===== src/bgp_ram.sv =====
// ----------------------------------------------------------------------------
// bgp_ram
// Generic single-port RAM with a registered read.
// ----------------------------------------------------------------------------
`default_nettype none

module bgp_ram #(
  parameter  int unsigned WIDTH = 8,
  parameter  int unsigned DEPTH = 256,
  localparam int unsigned AW    = $clog2(DEPTH)
) (
  input  wire logic             clk_i,
  input  wire logic             we_i,
  input  wire logic             re_i,
  input  wire logic [AW-1:0]    addr_i,
  input  wire logic [WIDTH-1:0] wdata_i,
  output logic      [WIDTH-1:0] rdata_o
);

  logic [WIDTH-1:0] mem [DEPTH];

  // Write and registered read; the read data holds when no read is issued.
  always_ff @(posedge clk_i) begin
    if (we_i) begin
      mem[addr_i] <= wdata_i;
    end
    if (re_i) begin
      rdata_o <= mem[addr_i];
    end
  end

endmodule

`default_nettype wire


===== config.mk =====
export PLATFORM = sky130hd
export DESIGN_NAME = bgp_ram
export DESIGN_NICKNAME = d
export VERILOG_FILES = /design/src/bgp_ram.sv
export SDC_FILE = /design/constraint.sdc
export NUM_CORES = 2
export LEC_CHECK = 0
export BUFFER_PORTS_ARGS = -buffer_cell sky130_fd_sc_hd__buf_4
export CAP_MARGIN = 20
export CORE_UTILIZATION = 63
export DETAILED_ROUTE_END_ITERATION = 8
export PLACE_DENSITY = 0.8
export RECOVER_POWER = 100
export SKIP_CTS_REPAIR_TIMING = 1
export SYNTH_ARGS = -nofsm -noshare
export SYNTH_HDL_FRONTEND = slang
export SYNTH_SLANG_ARGS = --single-unit

===== constraint.sdc =====
create_clock -name clk_i -period 3.6 [get_ports clk_i]
set_clock_uncertainty 0.15 [all_clocks]
set_input_delay 0.36 -clock clk_i [delete_from_list [all_inputs] [get_ports clk_i]]
set_output_delay 0.36 -clock clk_i [all_outputs]
set_load 0.05 [all_outputs]

==> results.md <==
* FF+latch area at between 0.06 and 0.07 mm²
* Synth Area in Compound Gates at 0.0362
* Multi-input logic area at around 0.016 mm²
* GRT Util Overall at 0.331
* FFs w/ async S/R, synth at 0
* Setup_tns at 0 ns
* CTS clk-pin slew, worst paths at roughly 0.070 ns
* Total of max-cap violations at 18
* FF-to-FF path depth at 6
* Highest Clock Rate at about 0.29 GHz
* DRT iter0 DRCs at 6463
* Maximum VDD drop at ~0.00057 V
* Primary FF master, synth: edfxtp_1
* Clk root buf: clkbuf_16
* Post-synthesis cell area at a little under 0.08 mm²
* Mux cell area share after synthesis at 0.147
* Fillcell total at 6895
* Arrival time at the worst endpoint at about 3.9 ns
* Post-route ant nets at 0
* Cell mode on critical path: buf_12
* DRC viols at 0
* Largest net degree at the start of global routing at 135
* CP max FO at 34
* Slowest CP cell: o41ai_1
* Failing checks: capacitance limit, slew limit
* Synth Instances at around 3500
* Placed insts at roughly 5400
* PD cells at between 500 and 600 mW/mm²
* CTS tree: built
* Final worst setup slack at between 0.1 and 0.15 ns
* Nature of the critical path endpoint: register
* Initial antenna violation count at 11
* Synth Area in Simple Gates at 0.0173
* Placer congestion estimate at 0.864
* Buffers added on ports at 26
* Core area at roughly 0.12 mm²
* Min Hold Slack at 0.127 ns
* Hold path cells at 3
* Worst hold-check path type: primary input to register
* DIE HEIGHT at roughly 360 µm
* Post-synthesis adder-cell area fraction at 0
* Leak Pwr at ~27 nW
* CP Class: primary input to register
* Final std cells w/o fill at 5783
* Top-count cell post-synth: edfxtp_1
* Synth area leader: edfxtp_1
* Clock latency on the worst-skew pair at 0.84 ns
* Synth top area cells: edfxtp_1, mux4_2, a22oi_1
* Drt first pass iters at 6
* Syn_area_per_cell at approximately 22 µm²
* Syn nets at between 3000 and 4000
* #FFs+latches synth at between 2000 and 2500
* Worst EP required at roughly 4.0 ns
* Maximum number of buffers from clock root to sink at 3
* Endpoints failing setup at 0
* Largest family of logic cells by synthesized area: multiplexers
* Row cnt at roughly 130
* Count of pins over their slew limit at 948
* Hpwl dp at between 100000 and 150000 µm
* Number of H-tree levels at 4
* Period minus WS final at roughly 3.5 ns
* Synth Warn # at 0
* Sink Count at 2056
* Remaining Overflow, GRT at 0
* Drt total wl at just over 200000 µm
* Final Cycle Share at 0.966
* Sequential element share of the synthesized area at 0.786
* Yosys top cell area share at 0.786
* Wire per inst at 35.3 µm
* DR vias/cell at between 7 and 8
* Unrepaired setup endpoints after global routing: no
* Critical path launch point type: primary input
* Die Span X at 355 µm
* Worst path cell trace: buf_8 -> buf_12 -> buf_12 -> clkbuf_1 -> mux4_2 -> a22oi_1 -> a21oi_1 -> o41ai_1 -> nand4_1
* Num CTS Buffers at approximately 190
* Final Hold Vio Count at 0
* I/O pin cnt at 27
* Post-synth EDFFs at about 2100
* DIE AREA at between 0.1 and 0.15 mm²
* Worst-Margin Slew at roughly 3.4 ns
* Initial Util at 0.636
* Number of global-route vias before repair at between 40000 and 50000
* Worst slack, placed at -0.228 ns
* Slew HR at -1.24
* Cell variety after synth at 21
* Commonest cells post-synth: edfxtp_1, mux4_2, a22oi_1
* Status: complete, but fails checks
* XOR/XNOR share of the synthesized area at 0
* Fraction of layout cells with a size suffix above 1 at 0.233
* Final #Nets at approximately 4000
* Slowest stage delay, CP at between 1 and 1.5 ns
* Vias at 41400
* First-pass GRT wire length at around 290000 µm
* Area Growth Syn to Fin at 12.9%
-- path summary, 6_finish.rpt --
| kind | from | to | slack [ns] |
|---|---|---|---|
| worst min register to register | mem[99][0]$_DFFE_PP_ | rdata_o[0]$_DFFE_PP_ | 0.93 |
| worst max register to register | mem[72][7]$_DFFE_PP_ | rdata_o[7]$_DFFE_PP_ | 0.45 |
| worst min-delay path | addr_i[2] | mem[149][3]$_DFFE_PP_ | 0.13 |
| worst max-delay path | addr_i[0] | rdata_o[5]$_DFFE_PP_ | 0.12 |
-- per-stage QoR --
step,power [mW],instance area (µm²),util
2_1_floorplan,28.1,78600,-
3_3_place_gp,29.2,83700,0.677
6_report,48.7,88700,0.717
3_5_place_dp,29.3,83700,0.677
5_1_grt,49.7,88700,0.717
4_1_cts,48.7,89800,0.726
-- flip-flops by register name, indices dropped and copies added, names as in the netlist --
signal	count
mem	2048
rdata_o	8
-- where the power goes --
group | total, mW | internal, mW | switching (mW)
clock network | 19.8 | 11.1 | 8.74
registers | 26.5 | 26.4 | 0.0294
logic | 2.39 | 0.841 | 1.55
total | 48.7 | 38.4 | 10.3
-- cell usage in the layout (no fill, tap or decap), drive strengths merged --
| master | n |
|---|---|
| mux4 | 512 |
| diode | 6 |
| buf | 172 |
| nand4 | 8 |
| and2 | 3 |
| clkinvlp | 5 |
| bufinv | 16 |
| a21oi | 128 |
| edfxtp | 2056 |
| clkbuf | 541 |
| nand2 | 28 |
| clkinv | 76 |
| dlygate4sd3 | 4 |
| or2 | 2 |
| nor3 | 30 |
| nor2 | 232 |
| a22oi | 256 |
| o41ai | 32 |
| inv | 11 |
| nand2b | 6 |
| nand3 | 13 |
| or3 | 1 |
| nor2b | 7 |
| dlymetal6s4s | 1 |
-- metal layers --
layer | vias up | track usage | routed length [µm]
met5 | - | 0 | 113
met4 | 16 | 0.146 | 10400
met3 | 639 | 0.0849 | 27400
met2 | 3678 | 0.518 | 97800
met1 | 21100 | 0.449 | 68500
li1 | 16000 | - | -
-- kinds of logic (layout without fill, tap and decap cells) --
family	count (synthesis)	count (layout)
flip-flops	2056	2056
buffers and inverters	233	826
multiplexers	512	512
AO/OA/AOI/OAI	416	416
AND/OR/NAND/NOR	330	330
other	0	6
-- worst max-delay path, delay by kind of cell --
kind	cells	cell delay, ns
AOI/OAI and AO/OA	3	1.50
buffers and inverters	4	1.13
muxes	1	0.55
and+or+nand+nor	1	0.22
-- area by class of cell --
type,instances,share of cell area
repair buffers,478,0.0344
multi-input cells,1258,0.178
flip-flops and latches,2056,0.696
well taps,1637,0.0231
diodes,6,0.000169
clock inverters,107,0.0114
inverters,1,0.0000423
clock buffers,240,0.0569
Note: power is estimated with default switching activity, not from simulation.
