--- src/bgp_pkg.sv ---
// ----------------------------------------------------------------------------
// bgp_pkg
// Shared types, constants and helpers for the bitmap glyph placer.
// ----------------------------------------------------------------------------
`default_nettype none

package bgp_pkg;

  // Number of character code bits that index the glyph table.
  localparam int unsigned CODE_BITS   = 16;
  localparam int unsigned TABLE_DEPTH = 1 << CODE_BITS;

  // Character code that moves the cursor to the next line.
  localparam logic [15:0] NEWLINE_CODE = 16'd10;

  // Configuration register indexes and their reset values.
  localparam logic       REG_LINE_HEIGHT     = 1'b0;
  localparam logic       REG_MISSING_ADVANCE = 1'b1;
  localparam logic [7:0] LINE_HEIGHT_RST     = 8'd48;
  localparam logic [7:0] MISSING_ADVANCE_RST = 8'd16;

  // Command carried in the input tuser field.
  typedef enum logic [1:0] {
    CMD_CLEAR = 2'd0,
    CMD_LOAD  = 2'd1,
    CMD_START = 2'd2,
    CMD_CHAR  = 2'd3
  } cmd_e;

  // Input tdata, last declared field in the lowest bits.
  typedef struct packed {
    logic        [7:0]  glyph_advance;
    logic signed [7:0]  glyph_offset_y;
    logic signed [7:0]  glyph_offset_x;
    logic        [7:0]  glyph_height;
    logic        [7:0]  glyph_width;
    logic        [11:0] glyph_src_y;
    logic        [11:0] glyph_src_x;
    logic signed [15:0] origin_y;
    logic signed [15:0] origin_x;
    logic        [15:0] char_code;
  } in_item_t;

  // Output tdata, last declared field in the lowest bits.
  typedef struct packed {
    logic        [7:0]  draw_height;
    logic        [7:0]  draw_width;
    logic        [11:0] tex_y;
    logic        [11:0] tex_x;
    logic signed [15:0] dest_y;
    logic signed [15:0] dest_x;
  } out_item_t;

  // One glyph table entry.
  typedef struct packed {
    logic        [11:0] src_x;
    logic        [11:0] src_y;
    logic        [7:0]  width;
    logic        [7:0]  height;
    logic signed [7:0]  offset_x;
    logic signed [7:0]  offset_y;
    logic        [7:0]  advance;
  } glyph_t;

  // Status of the valid-bit clearing sweep.
  typedef struct packed {
    logic                 active;
    logic [CODE_BITS-1:0] addr;
  } sweep_t;

  // Item as it is handed to the layout stage at acceptance.
  typedef struct packed {
    cmd_e               cmd;
    logic [15:0]        char_code;
    logic signed [15:0] origin_x;
    logic signed [15:0] origin_y;
    logic               in_range;
    logic               nonempty;
  } stage_item_t;

  // Adds a small signed amount to a 16-bit position and clamps the result.
  function automatic logic signed [15:0] sat_add(input logic signed [15:0] a,
                                                 input logic signed [9:0]  b);
    logic signed [16:0] sum;
    sum = {a[15], a} + {{7{b[9]}}, b};
    if (sum[16] != sum[15]) begin
      return sum[16] ? 16'sh8000 : 16'sh7fff;
    end
    return sum[15:0];
  endfunction

endpackage

`default_nettype wire

--- src/bgp_clear.sv ---
// ----------------------------------------------------------------------------
// bgp_clear
// Sweep counter that walks the valid-bit memory once to clear it.
// ----------------------------------------------------------------------------
`default_nettype none

module bgp_clear
  import bgp_pkg::*;
(
  input  wire logic clk_i,
  input  wire logic rst_ni,
  input  wire logic start_i,
  output sweep_t    sweep_o
);

  logic                 active_q, active_d;
  logic [CODE_BITS-1:0] addr_q, addr_d;

  // A sweep runs after reset and after every clear command.
  always_comb begin
    active_d = active_q;
    addr_d   = addr_q;
    if (start_i) begin
      active_d = 1'b1;
      addr_d   = '0;
    end else if (active_q) begin
      addr_d = addr_q + 1'b1;
      if (addr_q == {CODE_BITS{1'b1}}) begin
        active_d = 1'b0;
      end
    end
  end

  always_ff @(posedge clk_i or negedge rst_ni) begin
    if (!rst_ni) begin
      active_q <= 1'b1;
      addr_q   <= '0;
    end else begin
      active_q <= active_d;
      addr_q   <= addr_d;
    end
  end

  assign sweep_o.active = active_q;
  assign sweep_o.addr   = addr_q;

endmodule

`default_nettype wire

--- config.mk ---
export PLATFORM = sky130hd
export DESIGN_NAME = bgp_clear
export DESIGN_NICKNAME = d
export VERILOG_FILES = /design/src/bgp_pkg.sv /design/src/bgp_clear.sv
export SDC_FILE = /design/constraint.sdc
export NUM_CORES = 1
export LEC_CHECK = 0
export BUFFER_PORTS_ARGS = -buffer_cell sky130_fd_sc_hd__clkbuf_2
export CAP_MARGIN = 20
export CELL_PAD_IN_SITES_DETAIL_PLACEMENT = 1
export CELL_PAD_IN_SITES_GLOBAL_PLACEMENT = 1
export CORE_ASPECT_RATIO = 1.25
export CORE_MARGIN = 2
export CORE_UTILIZATION = 43
export DETAILED_ROUTE_END_ITERATION = 16
export HOLD_SLACK_MARGIN = 0.08
export PLACE_DENSITY_LB_ADDON = 0.15
export SKIP_LAST_GASP = 1
export SYNTH_ARGS = -nofsm -noshare
export SYNTH_HDL_FRONTEND = slang
export SYNTH_SLANG_ARGS = --single-unit
--- constraint.sdc ---
create_clock -name clk_i -period 2.7 [get_ports clk_i]
set_input_delay 0.135 -clock clk_i [delete_from_list [all_inputs] [get_ports clk_i]]
set_output_delay 0.135 -clock clk_i [all_outputs]
set_load 0.02 [all_outputs]
==> run summary <==
Total gr overflow -> 0
Length of routed met3 wiring -> 46 µm
Die X-Extent -> 45.5 µm
Top cells by area, synth -> dfrtp_1 43%, xnor2_1 9.4%, nor2_1 5.7%
HP Class -> input pin to asynchronous set/reset pin
Most common cell after layout, fill and taps aside -> clkbuf_2
Die height -> 55.9 µm
CTS resizes -> 0
Layout area overhead -> 14.7%
Sequential-to-total area share from yosys stat -> 0.460
Commonest cells after routing, fill and taps aside -> 19 x clkbuf_2, 16 x dfrtp_1, 14 x nor2_1, 10 x xnor2_1, 6 x nand2_1
Via count -> 729
Max Cap Violations -> 0
Status -> finished clean
Port Buf Inserts -> 19
M1 WL -> 907 µm
Final setup fails -> 0
Fin. Hold Viols -> 0
Synth cell types -> 31
Worst VDD drop -> 277 µV
Yosys warns -> 0
Crit. End Element -> flip-flop
CP Max Fanout -> 8
DR iter-0 viols -> 1
Clk_lat worst skew -> 290 ps
Sequential Area -> 427 µm²
Top Layer Used -> met4
Clock Tree Buf Depth -> 2
Post-synthesis cell count -> 89
Cell total after placement -> 124
Synthesized area per cell -> 10.4 µm²
CORE AREA -> 2000 µm²
Vias in the first global route -> 719
Fin cells -> 129
H-tree depth -> 1
Initial Util -> 0.463
Detail Placement HPWL -> 1490 µm
Gr usage total -> 0.175
Critical path type -> flip-flop to flip-flop
Routed wire per std cell -> 15.7 µm
Via density -> 5.65
Seq cells post-synth -> 17
Maximum number of pins on one net before global-route repair -> 22
Clk slew on worst S/H paths -> 100 ps
Setup tns final -> 0 ps
WL met2 -> 1040 µm
Post-DRT Antenna Nets -> 0
CTS tree -> yes
Syn Nets -> 93
Gpl congestion -> 0.764
Final Net Count -> 114
Max transition margin -> 0.660
Final Critical Period -> 1620 ps
Worst-Margin Slew -> 510 ps
First-pass GRT wire length -> 3370 µm
Layout cell share with drive strength beyond 1 -> 0.339
Pwr Density -> 411 nW/µm²
Top-area cell type share of the netlist area -> 0.432
Die footprint -> 2550 µm²
Pre-CTS WS -> 1090 ps
Initial antenna violation count -> 0
Placement row count -> 18
Final worst setup slack -> 1080 ps
Final Skew -> 2.28 ps
Placed inst area -> 1030 µm²
Data arrival, critical path -> 1810 ps
Final WL -> 2020 µm
IO Pins -> 20
Total power -> 437 µW
Residual DRC -> 0
Fill cell count -> 242
Multi-input gate area -> 469 µm²
Critical Path RT -> 2890 ps
Num CTS Buffers -> 3
Period Utilization, post-route -> 0.601
Fin. max-slew vios -> 0
First-pass iteration count of the detailed router -> 4
Design area -> 1060 µm²
Area leader, netlist -> dfrtp_1
Startpoint Class -> flip-flop
Lkg Pwr -> 0.448 nW
Ant diodes -> 0
Setup bufs post-CTS -> 0
Max frequency -> 616 MHz
Unrepaired setup endpoints after global routing -> false
CTS sink cnt -> 17
CTS root buffer -> clkbuf_4
Cell Area, Synth -> 927 µm²
## sequential cells by signal, indices dropped and copies added, names as in the netlist
signal	count
active_q	1
addr_q	16
## metal layers
metal / track usage / vias up
li1: - / 349
met1: 0.239 / 364
met2: 0.278 / 12
met3: 0.0195 / 4
met4: 0.0630 / 0
met5: 0 / -
## through the flow
| stage | util | hold slack, ps |
|---|---|---|
| floorplan | - | -161 |
| global route | 0.531 | 342 |
| detailed placement | 0.512 | 91.3 |
| global placement | 0.512 | 88.1 |
| CTS | 0.531 | 309 |
| finish | 0.531 | 305 |
## cell families after synthesis
group	count (synthesis)	synth area share
AOI/OAI and AO/OA	9	0.0864
adders and majority gates	1	0.0135
DFF	17	0.460
buffers and inverters	7	0.0337
xor gates and xnor gates	11	0.104
and+or+nand+nor	42	0.275
muxes	2	0.0270
## critical path, stage by stage (launching register included)
cell,delay (ps)
dfstp_2,660
o211ai_2,190
nor2_2,210
nand4_1,140
mux2_4,310
## repair_timing
| item | in CTS | in global routing |
|---|---|---|
| endpoints found under the hold margin | 16 | 0 |
| setup endpoints to repair | 0 | 0 |
| hold buffers | 1 | 0 |
## path summary, 6_finish.rpt
kind                                        startpoint                     end  cells past startpoint  slack (ps)
worst max-delay path                active_q$_DFF_PN1_  addr_q[13]$_DFFE_PN0P_                      4        1080
worst min register to register  addr_q[14]$_DFFE_PN0P_  addr_q[14]$_DFFE_PN0P_                      2         580
min in group clk_i                             start_i  addr_q[12]$_DFFE_PN0P_                      2         360
worst min-delay path                            rst_ni  addr_q[14]$_DFFE_PN0P_                      2         310
max in group asynchronous                       rst_ni      active_q$_DFF_PN1_                      2        2060
worst max register to register      active_q$_DFF_PN1_  addr_q[13]$_DFFE_PN0P_                      4        1080
## where the power goes
| part | leakage, nW | switching [mW] | internal (mW) |
|---|---|---|---|
| registers | 0.232 | 0.00627 | 0.258 |
| clock network | 0.0150 | 0.0817 | 0.0575 |
| logic | 0.202 | 0.0235 | 0.0101 |
## cells in the mapped netlist
cell type,instances
dfrtp_1,16
nor2_1,14
xnor2_1,10
nand2_1,6
nand4_1,4
nor4_2,4
a21oi_1,3
inv_1,3
clkbuf_1,2
nor2_2,2
nor3_1,2
nor3_2,2
o21ai_0,2
or3_1,2
a21o_1,1
a31o_1,1
and4_2,1
buf_2,1
buf_4,1
dfstp_2,1
ha_1,1
mux2_4,1
mux2i_1,1
nand2b_1,1
nand3_1,1
nand3_2,1
nand4_2,1
nor2b_1,1
o2111ai_4,1
o211ai_2,1
xor2_1,1
## area by class of cell
type | count | area share
Clock buffer | 4 | 0.0247
Inverter | 3 | 0.0106
Multi-Input combinational cell | 65 | 0.441
Sequential cell | 17 | 0.401
Tap cell | 20 | 0.0235
Timing Repair Buffer | 20 | 0.0988
No activity file was read; power rests on OpenSTA's default activity.
