`config.mk`:
```
export PLATFORM = sky130hd
export DESIGN_NAME = bgp_layout
export DESIGN_NICKNAME = d
export VERILOG_FILES = /design/src/bgp_pkg.sv /design/src/bgp_layout.sv
export SDC_FILE = /design/constraint.sdc
export NUM_CORES = 1
export LEC_CHECK = 0
export ABC_AREA = 0
export BUFFER_PORTS_ARGS = -buffer_cell sky130_fd_sc_hd__buf_2
export CAP_MARGIN = 10
export CORE_ASPECT_RATIO = 0.8
export CORE_MARGIN = 1
export CORE_UTILIZATION = 55
export CTS_CLUSTER_SIZE = 28
export DETAILED_ROUTE_END_ITERATION = 6
export PLACE_DENSITY = 0.9
export SLEW_MARGIN = 30
export SYNTH_ARGS = -nofsm -noshare
export SYNTH_HDL_FRONTEND = slang
export SYNTH_SLANG_ARGS = --single-unit
```
`constraint.sdc`:
```
create_clock -name clk_i -period 5.7 [get_ports clk_i]
set_clock_uncertainty 0.05 [all_clocks]
set_input_delay 0.57 -clock clk_i [delete_from_list [all_inputs] [get_ports clk_i]]
set_output_delay 0.57 -clock clk_i [all_outputs]
set_load 0.02 [all_outputs]
```
`src/bgp_pkg.sv`:
```
// ----------------------------------------------------------------------------
// bgp_pkg
// Shared types, constants and helpers for the bitmap glyph placer.
// ----------------------------------------------------------------------------
`default_nettype none

package bgp_pkg;

  // Number of character code bits that index the glyph table.
  localparam int unsigned CODE_BITS   = 16;
  localparam int unsigned TABLE_DEPTH = 1 << CODE_BITS;

  // Character code that moves the cursor to the next line.
  localparam logic [15:0] NEWLINE_CODE = 16'd10;

  // Configuration register indexes and their reset values.
  localparam logic       REG_LINE_HEIGHT     = 1'b0;
  localparam logic       REG_MISSING_ADVANCE = 1'b1;
  localparam logic [7:0] LINE_HEIGHT_RST     = 8'd48;
  localparam logic [7:0] MISSING_ADVANCE_RST = 8'd16;

  // Command carried in the input tuser field.
  typedef enum logic [1:0] {
    CMD_CLEAR = 2'd0,
    CMD_LOAD  = 2'd1,
    CMD_START = 2'd2,
    CMD_CHAR  = 2'd3
  } cmd_e;

  // Input tdata, last declared field in the lowest bits.
  typedef struct packed {
    logic        [7:0]  glyph_advance;
    logic signed [7:0]  glyph_offset_y;
    logic signed [7:0]  glyph_offset_x;
    logic        [7:0]  glyph_height;
    logic        [7:0]  glyph_width;
    logic        [11:0] glyph_src_y;
    logic        [11:0] glyph_src_x;
    logic signed [15:0] origin_y;
    logic signed [15:0] origin_x;
    logic        [15:0] char_code;
  } in_item_t;

  // Output tdata, last declared field in the lowest bits.
  typedef struct packed {
    logic        [7:0]  draw_height;
    logic        [7:0]  draw_width;
    logic        [11:0] tex_y;
    logic        [11:0] tex_x;
    logic signed [15:0] dest_y;
    logic signed [15:0] dest_x;
  } out_item_t;

  // One glyph table entry.
  typedef struct packed {
    logic        [11:0] src_x;
    logic        [11:0] src_y;
    logic        [7:0]  width;
    logic        [7:0]  height;
    logic signed [7:0]  offset_x;
    logic signed [7:0]  offset_y;
    logic        [7:0]  advance;
  } glyph_t;

  // Status of the valid-bit clearing sweep.
  typedef struct packed {
    logic                 active;
    logic [CODE_BITS-1:0] addr;
  } sweep_t;

  // Item as it is handed to the layout stage at acceptance.
  typedef struct packed {
    cmd_e               cmd;
    logic [15:0]        char_code;
    logic signed [15:0] origin_x;
    logic signed [15:0] origin_y;
    logic               in_range;
    logic               nonempty;
  } stage_item_t;

  // Adds a small signed amount to a 16-bit position and clamps the result.
  function automatic logic signed [15:0] sat_add(input logic signed [15:0] a,
                                                 input logic signed [9:0]  b);
    logic signed [16:0] sum;
    sum = {a[15], a} + {{7{b[9]}}, b};
    if (sum[16] != sum[15]) begin
      return sum[16] ? 16'sh8000 : 16'sh7fff;
    end
    return sum[15:0];
  endfunction

endpackage

`default_nettype wire

```
`src/bgp_layout.sv`:
```
// ----------------------------------------------------------------------------
// bgp_layout
// Cursor stage: moves the cursor and forms the sprite rectangle.
// ----------------------------------------------------------------------------
`default_nettype none

module bgp_layout
  import bgp_pkg::*;
(
  input  wire logic        clk_i,
  input  wire logic        rst_ni,
  input  wire logic        in_valid_i,
  input  wire stage_item_t in_item_i,
  output logic             in_ready_o,
  input  wire glyph_t      glyph_i,
  input  wire logic        glyph_valid_i,
  input  wire logic [7:0]  line_height_i,
  input  wire logic [7:0]  missing_advance_i,
  output logic             out_valid_o,
  input  wire logic        out_ready_i,
  output out_item_t        out_item_o
);

  logic               s1_valid_q;
  stage_item_t        s1_q;
  logic signed [15:0] cursor_x_q, cursor_x_d;
  logic signed [15:0] cursor_y_q, cursor_y_d;
  logic signed [15:0] line_x_q, line_x_d;
  logic               out_valid_q;
  out_item_t          out_q, out_d;
  logic               is_char, is_newline, mapped, produce, out_free, s1_fire;

  // Decode the held item; the glyph memory data belongs to it.
  assign is_char    = (s1_q.cmd == CMD_CHAR) && s1_q.nonempty;
  assign is_newline = s1_q.char_code == NEWLINE_CODE;
  assign mapped     = s1_q.in_range && glyph_valid_i;
  assign produce    = s1_valid_q && is_char && !is_newline && mapped;

  // The stage moves on unless its result finds the output register full.
  assign out_free   = !out_valid_q || out_ready_i;
  assign s1_fire    = s1_valid_q && (!produce || out_free);
  assign in_ready_o = !s1_valid_q || s1_fire;

  // Cursor update and result formation.
  always_comb begin
    cursor_x_d = cursor_x_q;
    cursor_y_d = cursor_y_q;
    line_x_d   = line_x_q;
    out_d.dest_x      = sat_add(cursor_x_q, {{2{glyph_i.offset_x[7]}}, glyph_i.offset_x});
    out_d.dest_y      = sat_add(cursor_y_q, {{2{glyph_i.offset_y[7]}}, glyph_i.offset_y});
    out_d.tex_x       = glyph_i.src_x;
    out_d.tex_y       = glyph_i.src_y;
    out_d.draw_width  = glyph_i.width;
    out_d.draw_height = glyph_i.height;
    if (s1_q.cmd == CMD_START) begin
      cursor_x_d = s1_q.origin_x;
      cursor_y_d = s1_q.origin_y;
      line_x_d   = s1_q.origin_x;
    end else if (is_char) begin
      if (is_newline) begin
        cursor_x_d = line_x_q;
        cursor_y_d = sat_add(cursor_y_q, {2'b00, line_height_i});
      end else if (!mapped) begin
        cursor_x_d = sat_add(cursor_x_q, {2'b00, missing_advance_i});
      end else begin
        cursor_x_d = sat_add(cursor_x_q, {2'b00, glyph_i.advance});
      end
    end
  end

  // Stage and cursor registers.
  always_ff @(posedge clk_i or negedge rst_ni) begin
    if (!rst_ni) begin
      s1_valid_q <= 1'b0;
      cursor_x_q <= '0;
      cursor_y_q <= '0;
      line_x_q   <= '0;
    end else begin
      if (in_ready_o) begin
        s1_valid_q <= in_valid_i;
      end
      if (s1_fire) begin
        cursor_x_q <= cursor_x_d;
        cursor_y_q <= cursor_y_d;
        line_x_q   <= line_x_d;
      end
    end
  end

  always_ff @(posedge clk_i) begin
    if (in_valid_i && in_ready_o) begin
      s1_q <= in_item_i;
    end
  end

  // Output register decouples the result from the next item.
  always_ff @(posedge clk_i or negedge rst_ni) begin
    if (!rst_ni) begin
      out_valid_q <= 1'b0;
    end else if (produce && s1_fire) begin
      out_valid_q <= 1'b1;
    end else if (out_ready_i) begin
      out_valid_q <= 1'b0;
    end
  end

  always_ff @(posedge clk_i) begin
    if (produce && s1_fire) begin
      out_q <= out_d;
    end
  end

  assign out_valid_o = out_valid_q;
  assign out_item_o  = out_q;

endmodule

`default_nettype wire

```
==> results of run 1 <==
## layout make-up
cell class                 count  area [µm²]
clock buffer                  19         443
clock inverter                13         150
fill                        1328        5710
inverter                      21        78.8
multi-input combinational    683        4620
sequential                   174        4970
tap                          225         282
timing repair buffer         216        1120
## registers in the layout, summed over array words and instances (netlist names)
signal	cells
out_item_o	72
s1_q	52
cursor_x_q	16
cursor_y_q	16
line_x_q	16
out_valid_o	1
s1_valid_q	1
## routing by layer
layer	vias up	routed length, µm	track usage, %
met5	-	0	0
met3	24	1940	6.02
met4	0	350	8.44
met2	372	10300	39.1
li1	3851	-	-
met1	3644	10500	36.0
## report_power, final
part,switching (mW),internal [mW]
Combinational,1.19,0.891
Sequential,0.193,1.59
Clock,0.509,0.668
## per-stage QoR
stage	worst slack [ns]	instance area [µm²]
after floorplan	0.946	9770
after global placement	2.34	11000
after detailed placement	2.20	11000
after CTS	2.22	11600
after global routing	2.15	11700
final	2.34	11700
## synthesized netlist by cell type (3+ instances only)
| library cell | number |
|---|---|
| sky130_fd_sc_hd__or2_2 | 4 |
| sky130_fd_sc_hd__or4_1 | 3 |
| sky130_fd_sc_hd__o221ai_1 | 5 |
| sky130_fd_sc_hd__o211ai_1 | 7 |
| sky130_fd_sc_hd__o21ai_0 | 74 |
| sky130_fd_sc_hd__a22oi_1 | 3 |
| sky130_fd_sc_hd__edfxtp_1 | 124 |
| sky130_fd_sc_hd__buf_2 | 6 |
| sky130_fd_sc_hd__or3_1 | 9 |
| sky130_fd_sc_hd__a211oi_1 | 12 |
| sky130_fd_sc_hd__nand4_1 | 13 |
| sky130_fd_sc_hd__nand3_1 | 25 |
| sky130_fd_sc_hd__a21o_1 | 14 |
| sky130_fd_sc_hd__o21a_1 | 12 |
| sky130_fd_sc_hd__nand2b_1 | 11 |
| sky130_fd_sc_hd__o31a_1 | 4 |
| sky130_fd_sc_hd__nor2_1 | 65 |
| sky130_fd_sc_hd__nor3b_1 | 4 |
| sky130_fd_sc_hd__ha_1 | 56 |
| sky130_fd_sc_hd__inv_1 | 21 |
| sky130_fd_sc_hd__nor2b_1 | 6 |
| sky130_fd_sc_hd__xnor2_1 | 20 |
| sky130_fd_sc_hd__a21oi_1 | 75 |
| sky130_fd_sc_hd__nand2_1 | 81 |
| sky130_fd_sc_hd__and2_1 | 8 |
| sky130_fd_sc_hd__xor2_1 | 26 |
| sky130_fd_sc_hd__and3_1 | 12 |
| sky130_fd_sc_hd__a2111o_1 | 3 |
| sky130_fd_sc_hd__mux2_2 | 16 |
| sky130_fd_sc_hd__mux2i_1 | 17 |
| sky130_fd_sc_hd__o21ai_1 | 7 |
| sky130_fd_sc_hd__nor4_1 | 4 |
| sky130_fd_sc_hd__nor3_1 | 19 |
| sky130_fd_sc_hd__a31oi_1 | 9 |
| sky130_fd_sc_hd__a211o_1 | 3 |
| sky130_fd_sc_hd__fa_1 | 5 |
| sky130_fd_sc_hd__clkbuf_1 | 14 |
| sky130_fd_sc_hd__o31ai_1 | 15 |
| sky130_fd_sc_hd__maj3_1 | 5 |
| sky130_fd_sc_hd__dfrtp_1 | 50 |
## cell families after synthesis
group                      after synthesis
and+or+nand+nor                        274
AOI/OAI and AO/OA                      264
DFF                                    174
adders and majority gates               66
xor gates and xnor gates                46
buffers and inverters                   46
muxes                                   33
## worst paths after layout
check | from | endpoint | slack, ns | cells past startpoint
worst min register to register | s1_q[17] | cursor_y_q[15] | 0.45 | 1
worst max register to register | s1_q[39] | cursor_x_q[11] | 2.34 | 7
worst min-delay path | rst_ni | cursor_x_q[3] | 0.20 | 2
max in group asynchronous | rst_ni | out_valid_o | 4.94 | 2
min in group clk_i | in_item_i[24] | s1_q[24] | 0.26 | 1
worst max-delay path | s1_q[39] | cursor_x_q[11] | 2.34 | 7
==> impl_metrics.tcl, run 1 <==
set metrics [dict create \
    status "finished, final reports clean" \
    number_of_post_cts_setup_repair_buffers 0 \
    synth_flop_cell "sky130_fd_sc_hd__edfxtp_1" \
    timing.critical_path.max_delay_family "simple AND/OR/NAND/NOR gates" \
    totalPowerFinal_mw 5.04 \
    fraction_of_final_layout_cells_with_drive_strength_greater_than_1_pct 25.2 \
    cts_tree "done" \
    post-route-drc-count 0 \
    synth-compound-area-share_pct 17.0 \
    cts.repair.resized 0 \
    cts_buffers 17 \
    cp_data_required_time_ns 5.95 \
    post_synth_and_or_nand_nor_area_fraction_pct 13.7 \
    die_h_um 121 \
    synth_top_family_by_area "compound AO/OA/AOI/OAI gates" \
    global_route.usage.total_pct 25.6 \
    grt_max_degree 53 \
    drt-pass1-iter-count 5 \
    non_filler_instance_count_after_layout 1351 \
    initial_core_util_pct 56.2 \
    path_max_fanout 18 \
    synth_largest_type_area_fraction_pct 38.1 \
    clkSinkCount 174 \
    via_per_inst 5.84 \
    synth_adder_area_share_pct 8.71 \
    dpl.cell_count 1318 \
    p_leak_nw 4.86 \
    cp_max_stage_delay_ns 0.79 \
    critPathBufInv 0 \
    globalRoute.totalOverflow 0 \
    clockBufferDepth 2 \
    yosysTopAreaCell "sky130_fd_sc_hd__edfxtp_1" \
    proportion_of_register_bits_with_asynchronous_set_or_reset_after_synthesis_pct 28.7 \
    timing_worst_slew_pin_value_ns 0.956 \
    critPathKind "reg2reg" \
    htreeDepth 4 \
    max_capacitance_violation_count 0 \
    detailedRoute.firstIterationViolations 591 \
    cts_hold_buf 0 \
    clk_latency_ns 0.43 \
    die_w_um 151 \
    mappedNetlistNets 1101 \
    dp_hpwl_um 17200 \
    core_area_um2 17400 \
    clk_pin_slew_ns 0.07 \
    yosys.area_share.xor_xnor_pct 4.13 \
    via_count 7891 \
    setup_violations 0 \
    synth_mux_area_share_pct 3.59 \
    placement_rows 43 \
    synth_cell_type_count 68 \
    irDropWorstVdd_mv 0.255 \
    fp.dieArea_um2 18300 \
    edff_count_synth 124 \
    netlist_area_um2 9770 \
    fin_crit_sh_pct 59.0 \
    yosys_register_bits 174 \
    number_of_antenna_violations_at_the_first_check_in_global_routing 0 \
    globalplace.congestion 0.936 \
    via_count_of_the_first_global_routing_pass 7218 \
    synth.yosys.warnings 0 \
    grt_pass1_wl_um 36100 \
    netlist_top_cells_area "sky130_fd_sc_hd__edfxtp_1, sky130_fd_sc_hd__dfrtp_1, sky130_fd_sc_hd__ha_1" \
    clockRootBuffer "sky130_fd_sc_hd__clkbuf_16" \
    fin_util_pct 67.1 \
    timing.setup.tns_ns 0 \
    crit_start_category "flip-flop" \
    maxSlewHeadroom_pct 36.3 \
    hp-class "in2async" \
    final_antenna_net_count 0 \
    boundaryPins 211 \
    post-route-min-period_ns 3.36 \
    worst-endpoint-arrival_ns 3.61 \
    critPathSlowestCell "sky130_fd_sc_hd__and2_1" \
    layout.nets 1311 \
    post_synthesis_area_per_instance_um2 10.8 \
    drt-wirelength-per-cell_um 17.1 \
    cp-end-kind "flip-flop" \
    pwr_density_cell_nw_per_um2 432 \
    hold_viol 0 \
    timing.critical_path.cells "nor4b_1 > nand4_1 > nand3_1 > or3_1 > and2_1 > mux2i_1 > o21ai_0" \
    rsz_0062_raised_after_global_routing "false" \
    leading_cell_type_in_the_layout_fill_and_taps_excluded "sky130_fd_sc_hd__buf_2" \
    areaGrowthSynthToFinish_pct 19.4 \
    synth_cells 903 \
    final-max-slew-violation-count 0 \
    n_antenna_cell 0 \
    mostFrequentLayoutCells "sky130_fd_sc_hd__buf_2, sky130_fd_sc_hd__edfxtp_1, sky130_fd_sc_hd__nand2_1" \
    whs_ns 0.198 \
    number_of_port_buffers 210 \
    wirelength_um 23100 \
    synth_seq_area_share_pct 50.9 \
    fmax_ghz 0.297 \
]
No activity file was read; power rests on OpenSTA's default activity.
==> inputs of run 2 (changes only) <==
Settings changed: CORE_UTILIZATION 55 to 50, PLACE_DENSITY 0.9 to 0.86.
Clock period 5.7 ns to 2.8 ns, I/O delays scaled along.
==> run 2 against run 1 <==
Net effect:
- power rose by 120%
- clock power up 120%
- routed wire length grew 15%
- final cell count up 14%
- global-route usage up 0.63 points
- core utilization is 2.6 points higher
- critical path type unchanged
- largest cell class unchanged
- highest routed layer is now met5
==> impl_metrics.tcl, run 2 (synthesis gave the netlist of run 1 again) <==
set metrics [dict create \
    status "finished, final reports clean" \
    mostFrequentLayoutCells "sky130_fd_sc_hd__buf_2, sky130_fd_sc_hd__edfxtp_1, sky130_fd_sc_hd__dlygate4sd3_1" \
    post-route-drc-count 0 \
    post-route-min-period_ns 2.72 \
    detailedRoute.firstIterationViolations 647 \
    layout.nets 1466 \
    placement_rows 45 \
    p_clk_share_pct 22.7 \
    cp-end-kind "flip-flop" \
    totalPowerFinal_mw 11.2 \
    worst-endpoint-arrival_ns 2.83 \
    drt-pass1-iter-count 5 \
    htreeDepth 4 \
    areaGrowthSynthToFinish_pct 35.8 \
    cts_tree "done" \
    critPathSlowestCell "sky130_fd_sc_hd__dfrtp_1" \
    critPathKind "reg2reg" \
    pwr_density_cell_nw_per_um2 847 \
    clkSinkCount 174 \
    fmax_ghz 0.368 \
    netSwitchingPower_mw 4.13 \
    grt_max_degree 73 \
    fraction_of_final_layout_cells_with_drive_strength_greater_than_1_pct 28.3 \
    power_frac_seq_pct 31.7 \
    timing.critical_path.cells "buf_4 > ha_2 > inv_1 > fa_2 > nor2b_1 > o31a_1 > o31a_1 > o211ai_1 > buf_4 > a31oi_4 > maj3_1" \
    cp_data_required_time_ns 2.91 \
    number_of_antenna_violations_at_the_first_check_in_global_routing 2 \
    global_route.usage.total_pct 26.3 \
    timing_worst_slew_pin_value_ns 0.717 \
    number_of_port_buffers 210 \
    via_per_inst 5.61 \
    die_w_um 158 \
    whs_ns 0.0473 \
    clockBufferDepth 2 \
    cts_buffers 17 \
    timing.critical_path.max_delay_family "compound AO/OA/AOI/OAI gates" \
    clockRootBuffer "sky130_fd_sc_hd__clkbuf_16" \
    via_count 8640 \
    non_filler_instance_count_after_layout 1540 \
    globalplace.congestion 0.947 \
    crit_start_category "flip-flop" \
    initial_core_util_pct 51.3 \
    dp_hpwl_um 18000 \
    clk_pin_slew_ns 0.07 \
    globalRoute.totalOverflow 0 \
    final-max-slew-violation-count 0 \
    hp-class "in2reg" \
    final_antenna_net_count 0 \
    via_count_of_the_first_global_routing_pass 8151 \
    wirelength_um 26500 \
    max_capacitance_violation_count 0 \
    fin_crit_sh_pct 97.0 \
    path_max_fanout 5 \
    p_leak_nw 5.55 \
    die_h_um 127 \
    core_area_um2 19000 \
    dpl.cell_count 1407 \
    maxSlewHeadroom_pct 52.1 \
    clk_latency_ns 0.41 \
    grt_pass1_wl_um 41000 \
    boundaryPins 211 \
    irDropWorstVdd_mv 0.461 \
    cellInternalPower_mw 7.10 \
    setup_violations 0 \
    largest_register_ffs 72 \
    combinationalPowerShare_pct 45.6 \
    switching_share_pct 36.8 \
    timing.setup.tns_ns 0 \
    cp_max_stage_delay_ns 0.39 \
    critPathBufInv 3 \
    leading_cell_type_in_the_layout_fill_and_taps_excluded "sky130_fd_sc_hd__buf_2" \
    hold_viol 0 \
    drt-wirelength-per-cell_um 17.2 \
    fp.dieArea_um2 20100 \
]
run 2: cell types whose count changed in the layout (fill, tap and decap cells not counted), moves of 3 or more:
cell / before / now
sky130_fd_sc_hd__nor2_2: 1 / 4
sky130_fd_sc_hd__nor2_1: 64 / 61
sky130_fd_sc_hd__o21ai_0: 74 / 69
sky130_fd_sc_hd__dlygate4sd3_1: 0 / 93
sky130_fd_sc_hd__buf_4: 5 / 63
sky130_fd_sc_hd__o21ai_1: 6 / 9
sky130_fd_sc_hd__ha_1: 56 / 50
sky130_fd_sc_hd__ha_4: 0 / 3
sky130_fd_sc_hd__ha_2: 0 / 3
run 2: worst paths after layout:
path | startpoint | endpoint | slack (ns) | depth (start not counted)
max in group asynchronous | rst_ni | line_x_q[8] | 1.71 | 3
min in group asynchronous | rst_ni | cursor_y_q[6] | 0.50 | 3
max | cursor_x_q[0] | out_item_o[9] | 0.08 | 11
max reg2reg | cursor_x_q[0] | out_item_o[9] | 0.08 | 11
min reg2reg | line_x_q[1] | line_x_q[1] | 0.45 | 1
min | in_valid_i | s1_valid_q | 0.05 | 2
run 2: layout make-up:
cell class                      instances  area [µm²]
Tap cell                              258         323
Clock inverter                         14         205
Fill cell                            1422        5770
Sequential cell                       174        4970
Clock buffer                           18         429
Timing Repair Buffer                  368        2490
Inverter                               21        78.8
Antenna cell                            1        2.50
Multi-Input combinational cell        686        4750
run 2: what timing repair did:
action,CTS,global route
endpoints found under the hold margin,141,1
cloned,0,3
hold buffers,92,1
setup endpoints to repair,17,35
pin swaps,0,12
setup buffers,0,4
gates resized for setup,5,23
run 2: per-stage QoR:
stage / instance area (µm²) / setup slack (ns) / utilization (%)
floorplan: 9780 / 0.0331 / -
global placement: 11500 / -0.0219 / 60.5
detailed placement: 11500 / -0.123 / 60.5
CTS: 13100 / 0.00427 / 68.8
global route: 13300 / -0.000766 / 69.7
finish: 13300 / 0.0833 / 69.7
run 2: layer usage:
metal	up-vias	wire length (µm)	track usage (%)	part of all wire, %
li1	4170	-	-	-
met1	4030	11400	35.1	43
met2	413	12700	43.6	48
met3	25	2100	5.60	7.9
met4	2	261	6.33	0.99
met5	-	13	0	0.049
run 2: worst reg2reg max path, delay by kind of cell (launching register included):
| kind | cells | cell delay [ns] |
|---|---|---|
| AOI/OAI and AO/OA | 4 | 0.81 |
| adders and majority gates | 3 | 0.77 |
| DFF | 1 | 0.39 |
| buffers and inverters | 3 | 0.39 |
| and+or+nand+nor | 1 | 0.06 |
run 2: power groups by stage:
stage          clock [mW]  sequential (mW)  combinational, mW
5_1_grt              2.70             3.59               5.63
2_1_floorplan           0             3.52               3.33
3_5_place_dp            0             3.58               4.66
6_report             2.55             3.56               5.12
3_3_place_gp            0             3.56               4.52
4_1_cts              2.59             3.53               4.83
